<file path="src/rtl/rgbahn_pkg.sv">
// ----------------------------------------------------------------------------
// rgbahn_pkg
// Shared sizes and opcodes of the normalized RGBA histogram.
// ----------------------------------------------------------------------------
`default_nettype none
package rgbahn_pkg;
  localparam int BIN_COUNT     = 256;
  localparam int COUNT_BITS    = 24;
  localparam int FRACTION_BITS = 16;
  localparam int CHANNELS      = 4;
  localparam int CH_BITS       = 2;
  localparam int BIN_BITS      = $clog2(BIN_COUNT);
  localparam int LEVEL_BITS    = FRACTION_BITS + 1;
  localparam int ROW_BITS      = CHANNELS * COUNT_BITS;
  localparam logic [COUNT_BITS-1:0] COUNT_MAX = {COUNT_BITS{1'b1}};

  typedef enum logic [1:0] {
    OP_ACCUM = 2'd0,
    OP_READ  = 2'd1,
    OP_CLEAR = 2'd2,
    OP_NONE  = 2'd3
  } op_t;
endpackage
`default_nettype wire

</file>
<file path="src/rtl/rgbahn_div.sv">
// ----------------------------------------------------------------------------
// rgbahn_div
// Restoring divider, one quotient bit per cycle: count * 2^F / peak, with
// count never above peak.
// ----------------------------------------------------------------------------
`default_nettype none
module rgbahn_div
  import rgbahn_pkg::*;
(
  input  wire logic                  clk,
  input  wire logic                  rst,
  input  wire logic                  start,
  input  wire logic [COUNT_BITS-1:0] count,
  input  wire logic [COUNT_BITS-1:0] peak,
  output logic                       done,
  output logic      [LEVEL_BITS-1:0] quot
);
  localparam int N_BITS = $clog2(LEVEL_BITS + 1);

  logic [COUNT_BITS:0]   rem;
  logic [COUNT_BITS-1:0] dvs;
  logic [N_BITS-1:0]     n;
  logic                  busy;
  logic                  ge;
  logic [COUNT_BITS:0]   diff;

  assign ge   = rem >= {1'b0, dvs};
  assign diff = ge ? (rem - {1'b0, dvs}) : rem;

  always_ff @(posedge clk) begin
    if (rst) begin
      busy <= 1'b0;
      done <= 1'b0;
    end else begin
      done <= 1'b0;
      if (start) begin
        busy <= 1'b1;
      end else if (busy && n == N_BITS'(1)) begin
        busy <= 1'b0;
        done <= 1'b1;
      end
    end
  end

  always_ff @(posedge clk) begin
    if (start) begin
      rem  <= {1'b0, count};
      dvs  <= peak;
      n    <= N_BITS'(LEVEL_BITS);
      quot <= '0;
    end else if (busy) begin
      // remainder stays below divisor, so the shift cannot overflow
      rem  <= {diff[COUNT_BITS-1:0], 1'b0};
      quot <= {quot[LEVEL_BITS-2:0], ge};
      n    <= n - N_BITS'(1);
    end
  end
endmodule
`default_nettype wire

</file>
<file path="config.mk">
export PLATFORM = sky130hd
export DESIGN_NAME = rgbahn_div
export DESIGN_NICKNAME = d
export VERILOG_FILES = /design/src/rtl/rgbahn_pkg.sv /design/src/rtl/rgbahn_div.sv
export SDC_FILE = /design/constraint.sdc
export NUM_CORES = 1
export LEC_CHECK = 0
export BUFFER_PORTS_ARGS = -buffer_cell sky130_fd_sc_hd__buf_2
export CORE_ASPECT_RATIO = 0.7
export CORE_MARGIN = 4
export CORE_UTILIZATION = 26
export DETAILED_ROUTE_END_ITERATION = 10
export GPL_TIMING_DRIVEN = 0
export HOLD_SLACK_MARGIN = 0.05
export PLACE_DENSITY_LB_ADDON = 0.15
export RECOVER_POWER = 50
export SYNTH_ARGS = -nofsm -noshare
export SYNTH_HDL_FRONTEND = slang
export SYNTH_SLANG_ARGS = --single-unit
export TNS_END_PERCENT = 30
</file>
<file path="constraint.sdc">
create_clock -name clk -period 4.1 [get_ports clk]
set_clock_uncertainty 0.15 [all_clocks]
set_input_delay 0.41 -clock clk [delete_from_list [all_inputs] [get_ports clk]]
set_output_delay 0.41 -clock clk [all_outputs]
set_load 0.1 [all_outputs]
</file>
==> summary.md, run 1 <==
| Metric | Value |
|---|---|
| Outcome | `finished with violations` |
| Violated checks | `capacitance limit, slew limit` |
| Crit. End Element | `flop` |
| Iter 0 DRT Violations | `314` |
| Syn Inst Count | `445` |
| Async set-reset flop share out of synthesis | `0%` |
| Grt total ovfl | `0` |
| Hold crit path type | `in -> reg` |
| Crit path from | `dvs[0]` |
| IO Pins | `69` |
| Pint | `1.79 mW` |
| R2r startpoint | `dvs[0]` |
| Worst endpoint required time | `4.02 ns` |
| Post-route minimum period | `3.39 ns` |
| Via count | `3732` |
| Leakage power | `2.11 nW` |
| Commonest non-fill, non-tap cell in the layout | `nor2_1` |
| First-pass iteration count of the detailed router | `5` |
| Num CTS Buffers | `9` |
| ANT cells | `0` |
| Starting Density | `26.6%` |
| Initial antenna violation count | `0` |
| Residual DRC | `0` |
| CTS resizes | `0` |
| RSZ-0062 raised after global routing | `false` |
| Combinational power share | `39.3%` |
| Die X | `163 µm` |
| Slew margin rel. | `-4.97%` |
| Overall global routing resource usage | `14.5%` |
| PwrDens | `543 nW/µm²` |
| Netlist cell types | `65` |
| Post-layout instance area | `5240 µm²` |
| Mapped Avg Cell Area | `9.79 µm²` |
| Layout cells sized above 1 | `15.1%` |
| Most frequent cells in the layout | `nor2_1 (51), buf_2 (49), edfxtp_1 (48)` |
| Worst setup SP type | `flop` |
| Antenna viol nets, final | `0` |
| Setup TNS | `0 ns` |
| Row cnt | `39` |
| Gpl congestion | `0.851` |
| CTS sink count | `73` |
| Post-DP HPWL | `9570 µm` |
| Root Driver | `clkbuf_16` |
| Post-synth EDFFs | `48` |
| Die height | `116 µm` |
| Die area | `18900 µm²` |
| Sequential share of power | `33.7%` |
| Nets | `602` |
| TritonCTS clock tree | `yes` |
| Syn nets | `523` |
| Psw | `1.05 mW` |
| CP Max Fanout | `4` |
| Data arrival time of the worst path | `3.32 ns` |
| Critical path class | `reg -> reg` |
| Yosys reg bits | `73` |
| R2R cell count | `10` |
| Synth Warn # | `0` |
| # hold bufs at CTS | `0` |
| Clock-pin slew on the worst setup and hold paths | `0.06 ns` |
| Synthesized cell area | `4360 µm²` |
| Vias per Instance | `4.95` |
| Setup-failing EPs final | `0` |
| Bufs on Longest Clock Path | `2` |
| FF-to-FF setup slack | `0.71 ns` |
| Reg-to-Reg End | `rem[21]` |
| Largest net degree at the start of global routing | `26` |
| DR WL/cell | `17.6 µm` |
| Final Max Slew Viols | `26` |
| Worst-Skew Late Latency | `0.34 ns` |
| Primary FF master, synth | `edfxtp_1` |
| Area growth from synthesis to layout | `20.2%` |
| MaxCap Viol Count | `1` |
| Core area | `16400 µm²` |
| Fin util | `31.9%` |
| Number of global-route vias before repair | `3801` |
| Final Cycle Share | `82.8%` |
| Post-CTS Setup Inserts | `0` |
| DRT Wirelength | `13300 µm` |
| FMAX | `295 MHz` |
| Worst Tran Pin Value | `1.57 ns` |
| Sw Ratio | `36.9%` |
| Placed cell areas | `4980 µm²` |
| Register area share after synthesis | `44.6%` |
| Worst VDD drop | `0.157 mV` |
| H-tree Lvls | `3` |
| Final Hold Vio Count | `0` |
| Clock Power Share | `27.0%` |
| First-pass GRT wire length | `21000 µm` |
| Port Buffers | `68` |
| Crit path to | `rem[21]` |
## power groups by stage
stage               Combinational [mW]  Clock, mW  Sequential [mW]
finish                            1.12      0.767            0.959
global route                      1.24      0.819            0.968
CTS                               1.11      0.793            0.958
detailed placement                1.10          0            0.971
global placement                  1.08          0            0.971
floorplan                        0.795          0            0.964
## area by class of cell
type,count,area [µm²]
buffer,23,120
clock buffer,16,282
fill,1787,11200
inverter,36,135
multi-input combinational,313,2160
sequential,73,1940
tap,225,282
timing repair buffer,68,317
## synthesized netlist by cell type, types with 3 or more instances
cell type	number	area (µm²)
nor2_1	51	191
edfxtp_1	48	1440
inv_1	35	131
ha_1	26	325
dfxtp_1	25	500
o21ai_0	24	120
a31oi_1	20	125
a21oi_1	19	95.1
nand3_1	19	95.1
nand2_1	18	67.6
mux2i_1	16	160
clkbuf_1	15	56.3
xnor2_1	12	105
a21o_1	9	67.6
a211oi_1	7	52.6
nand2b_1	7	43.8
nand4_1	5	31.3
o211a_1	5	50.1
o21a_1	5	37.5
buf_6	4	45.0
nor4_1	4	25.0
xor2_1	4	35.0
a2111oi_0	3	26.3
a21oi_2	3	26.3
buf_1	3	11.3
nor2b_1	3	18.8
nor3b_1	3	22.5
o41ai_1	3	26.3
## stage by stage
step	power, mW	std cells	hold slack (ns)	worst slack [ns]
floorplan	1.76	445	0.308	1.15
global placement	2.05	738	0.322	0.727
detailed placement	2.07	738	0.337	0.754
CTS	2.86	754	0.0755	0.725
global route	3.03	754	0.0789	0.417
finish	2.84	754	0.0893	0.705
## worst min-delay path by stage
stage / startpoint / end / slack [ns] / depth (start not counted)
floorplan: n[4] / n[4] / 0.31 / 2
global placement: quot[16] / quot[16] / 0.32 / 2
detailed placement: quot[16] / quot[16] / 0.34 / 2
CTS: peak[12] / dvs[12] / 0.08 / 1
global route: peak[11] / dvs[11] / 0.08 / 1
finish: peak[9] / dvs[9] / 0.09 / 1
## sequential cells by signal, summed over array words and instances (netlist names)
name,cells
quot,17
rem,25
done,1
dvs,24
n,5
busy,1
## routing by layer
| metal | global-route usage [%] | share of wire [%] | vias to the layer above |
|---|---|---|---|
| li1 | - | - | 1815 |
| met1 | 22.1 | 53 | 1799 |
| met2 | 20.5 | 40 | 109 |
| met3 | 3.17 | 5.6 | 9 |
| met4 | 4.13 | 0.87 | 0 |
| met5 | 0 | 0 | - |
## logic make-up after synthesis
kind of cell	Yosys count	share of synthesized area [%]
AND/OR/NAND/NOR	128	14.4
AO/OA/AOI/OAI	126	20.4
flip-flops	73	44.6
buffers and inverters	59	5.86
adder cells (fa/ha/maj)	27	7.93
XOR/XNOR	16	3.22
multiplexers	16	3.68
## worst max-delay path: stages (launching register included)
cell,delay (ns)
edfxtp_1,0.40
ha_1,0.23
fa_1,0.41
nor2b_1,0.17
o31ai_1,0.14
a22o_1,0.30
o211a_1,0.31
o31ai_2,0.34
a31oi_1,0.18
a2111oi_0,0.40
nor4_1,0.10
No activity file was read; power rests on OpenSTA's default activity.
==> run 2, diff against run 1 <==
==> constraint.sdc (replaced) <==
create_clock -name clk -period 3 [get_ports clk]
set_clock_uncertainty 0.15 [all_clocks]
set_input_delay 0.3 -clock clk [delete_from_list [all_inputs] [get_ports clk]]
set_output_delay 0.3 -clock clk [all_outputs]
set_load 0.1 [all_outputs]
==> run 2 against run 1 <==
  * The flow finishes with violations (setup timing)
  * Highest routed layer unchanged
  * Critical endpoint unchanged
  * Sequential power rose by 38%
  * Routed wire length up 5.4%
  * Combinational power rose by 65%
  * Worst setup slack got worse by 0.71 ns
  * Largest cell class unchanged
==> summary.md, run 2 (synthesized netlist as in run 1, its figures left out) <==
| Metric | Value |
|---|---|
| Outcome | `finished with violations` |
| Violated checks | `setup timing` |
| Starting Density | `26.6% (unchanged)` |
| Port Buffers | `68 (unchanged)` |
| Worst VDD drop | `0.226 mV (+44%)` |
| Nets | `641 (+6.5%)` |
| Biggest regs | `rem (25), dvs (24), quot (17)` |
| Area growth from synthesis to layout | `35.2%` |
| First-pass iteration count of the detailed router | `4 (-1)` |
| Hold crit path type | `in -> reg` |
| Crit. End Element | `flop` |
| FF-to-FF setup slack | `-0.004 ns (-0.71 ns)` |
| Die area | `18900 µm² (unchanged)` |
| Worst-Skew Late Latency | `0.34 ns (about the same)` |
| Worst Tran Pin Value | `1.17 ns (-0.403 ns)` |
| IO Pins | `69 (unchanged)` |
| Die X | `163 µm (unchanged)` |
| Iter 0 DRT Violations | `283 (-9.9%)` |
| CP max stage delay | `0.46 ns (+0.05 ns)` |
| PwrDens | `717 nW/µm² (+32%)` |
| CTS sink count | `73 (unchanged)` |
| Grt total ovfl | `0 (unchanged)` |
| Worst Slack Setup Final | `-0.00417 ns (-0.709 ns)` |
| Antenna viol nets, final | `0 (unchanged)` |
| Fill cells | `1745 (-2.4%)` |
| Largest net degree at the start of global routing | `26 (unchanged)` |
| CP Max Fanout | `4 (unchanged)` |
| Final Max Slew Viols | `0 (-100%)` |
| Setup TNS | `-0.00417 ns (-0.00417 ns)` |
| Clock-pin slew on the worst setup and hold paths | `0.06 ns (about the same)` |
| Gpl congestion | `0.851 (unchanged)` |
| Data arrival time of the worst path | `2.93 ns (-0.39 ns)` |
| Residual DRC | `0 (unchanged)` |
| Largest register FFs | `25 (unchanged)` |
| DRT Wirelength | `14000 µm (+5.4%)` |
| RSZ-0062 raised after global routing | `true` |
| Layout cells sized above 1 | `23.1% (+7.9 points)` |
| Core area | `16400 µm² (unchanged)` |
| MaxCap Viol Count | `0 (-1)` |
| Final Hold Vio Count | `0 (unchanged)` |
| Final Cycle Share | `100% (+17 points)` |
| ANT cells | `0 (unchanged)` |
| Number of global-route vias before repair | `4018 (+5.7%)` |
| First-pass GRT wire length | `21900 µm (+4.3%)` |
| Non-filler instance count after layout | `793 (+5.2%)` |
| Overall global routing resource usage | `15.0% (+0.53 points)` |
| Via count | `3913 (+4.8%)` |
| Worst-path cell chain | `inv_1 -> fa_2 -> nor2b_4 -> o31ai_4 -> a22o_1 -> o211a_4 -> o31ai_4 -> a31oi_4 -> a2111oi_2 -> nor4_1` |
| Worst endpoint required time | `2.93 ns (-1.09 ns)` |
| H-tree Lvls | `3 (unchanged)` |
| Setup-failing EPs final | `1 (+1)` |
| Slew margin rel. | `22.3% (+27 points)` |
| Post-DP HPWL | `9570 µm (unchanged)` |
| Bufs on Longest Clock Path | `2 (unchanged)` |
| TritonCTS clock tree | `yes` |
| Most frequent cells in the layout | `buf_2 (55), nor2_1 (51), edfxtp_1 (48)` |
| FMAX | `333 MHz (+13%)` |
| Vias per Instance | `4.93 (-0.31%)` |
| Worst setup SP type | `flop` |
| Post-route minimum period | `3.00 ns (-0.391 ns)` |
| Highest-delay cell along the critical path | `edfxtp_1` |
| Num CTS Buffers | `9 (unchanged)` |
| Critical path class | `reg -> reg` |
| Commonest non-fill, non-tap cell in the layout | `buf_2` |
| DR WL/cell | `17.6 µm (+0.23%)` |
| Initial antenna violation count | `0 (unchanged)` |
| Most used cell, CP | `o31ai_4` |
| Die height | `116 µm (unchanged)` |
| Most flops, register | `rem` |
| Placed cells | `738 (unchanged)` |
| Root Driver | `clkbuf_16` |
| Row cnt | `39 (unchanged)` |
| Tot Pwr | `4.22 mW (+48%)` |
| Leakage power | `2.35 nW (+11%)` |
-- run 2: layer usage --
metal | track usage, % | vias to the layer above | wire (µm)
met5 | 0 | - | 0
met4 | 4.58 | 0 | 127
met3 | 3.39 | 11 | 694
met2 | 21.4 | 106 | 5830
met1 | 22.6 | 1907 | 7330
li1 | - | 1889 | -
-- run 2: power by group --
group          total, mW  leakage [nW]  switching [mW]  internal (mW)
clock               1.05         0.137           0.420          0.631
sequential          1.32         0.676          0.0882           1.23
combinational       1.85          1.54            1.06          0.785
-- run 2: timing repair --
item,4_1_cts,5_1_grt
hold endpoints to repair,26,0
hold buffers,25,0
buffers inserted,9,6
pin swaps,13,26
endpoints found under the setup margin,24,25
gates resized for setup,27,32
gates cloned,0,0
-- run 2: worst paths after layout --
kind | startpoint | end | depth (start not counted)
hold / removal | count[9] | rem[9] | 3
setup / recovery | rem[1] | rem[21] | 10
hold reg to reg | quot[16] | quot[16] | 2
setup reg to reg | rem[1] | rem[21] | 10
-- run 2: metrics by stage --
step	setup slack, ns	instance area, µm²	hold WS, ns	utilization, %
final	-0.00417	5890	0.127	35.9
after global routing	-0.0953	5890	0.116	35.9
after CTS	-0.0115	5720	0.114	34.9
after detailed placement	-0.346	4980	0.328	30.4
after global placement	-0.373	4980	0.322	30.4
after floorplan	0.0500	4360	0.222	-
-- run 2: layout make-up --
| class | count | area (µm²) | share of cell area (%) |
|---|---|---|---|
| plain buffers | 22 | 130 | 2.21 |
| clock buffers | 16 | 282 | 4.78 |
| inverters | 36 | 135 | 2.29 |
| multi-input cells | 313 | 2420 | 41.1 |
| flip-flops and latches | 73 | 1940 | 33.0 |
| well taps | 225 | 282 | 4.78 |
| repair buffers | 108 | 701 | 11.9 |
-- run 2: critical path: cells and delay by family (launching register included) --
kind,cells,cell delay (ns)
AO/OA/AOI/OAI,6,1.34
adder cells (fa/ha/maj),1,0.43
buffers and inverters,1,0.11
flip-flops,1,0.46
AND/OR/NAND/NOR,2,0.25
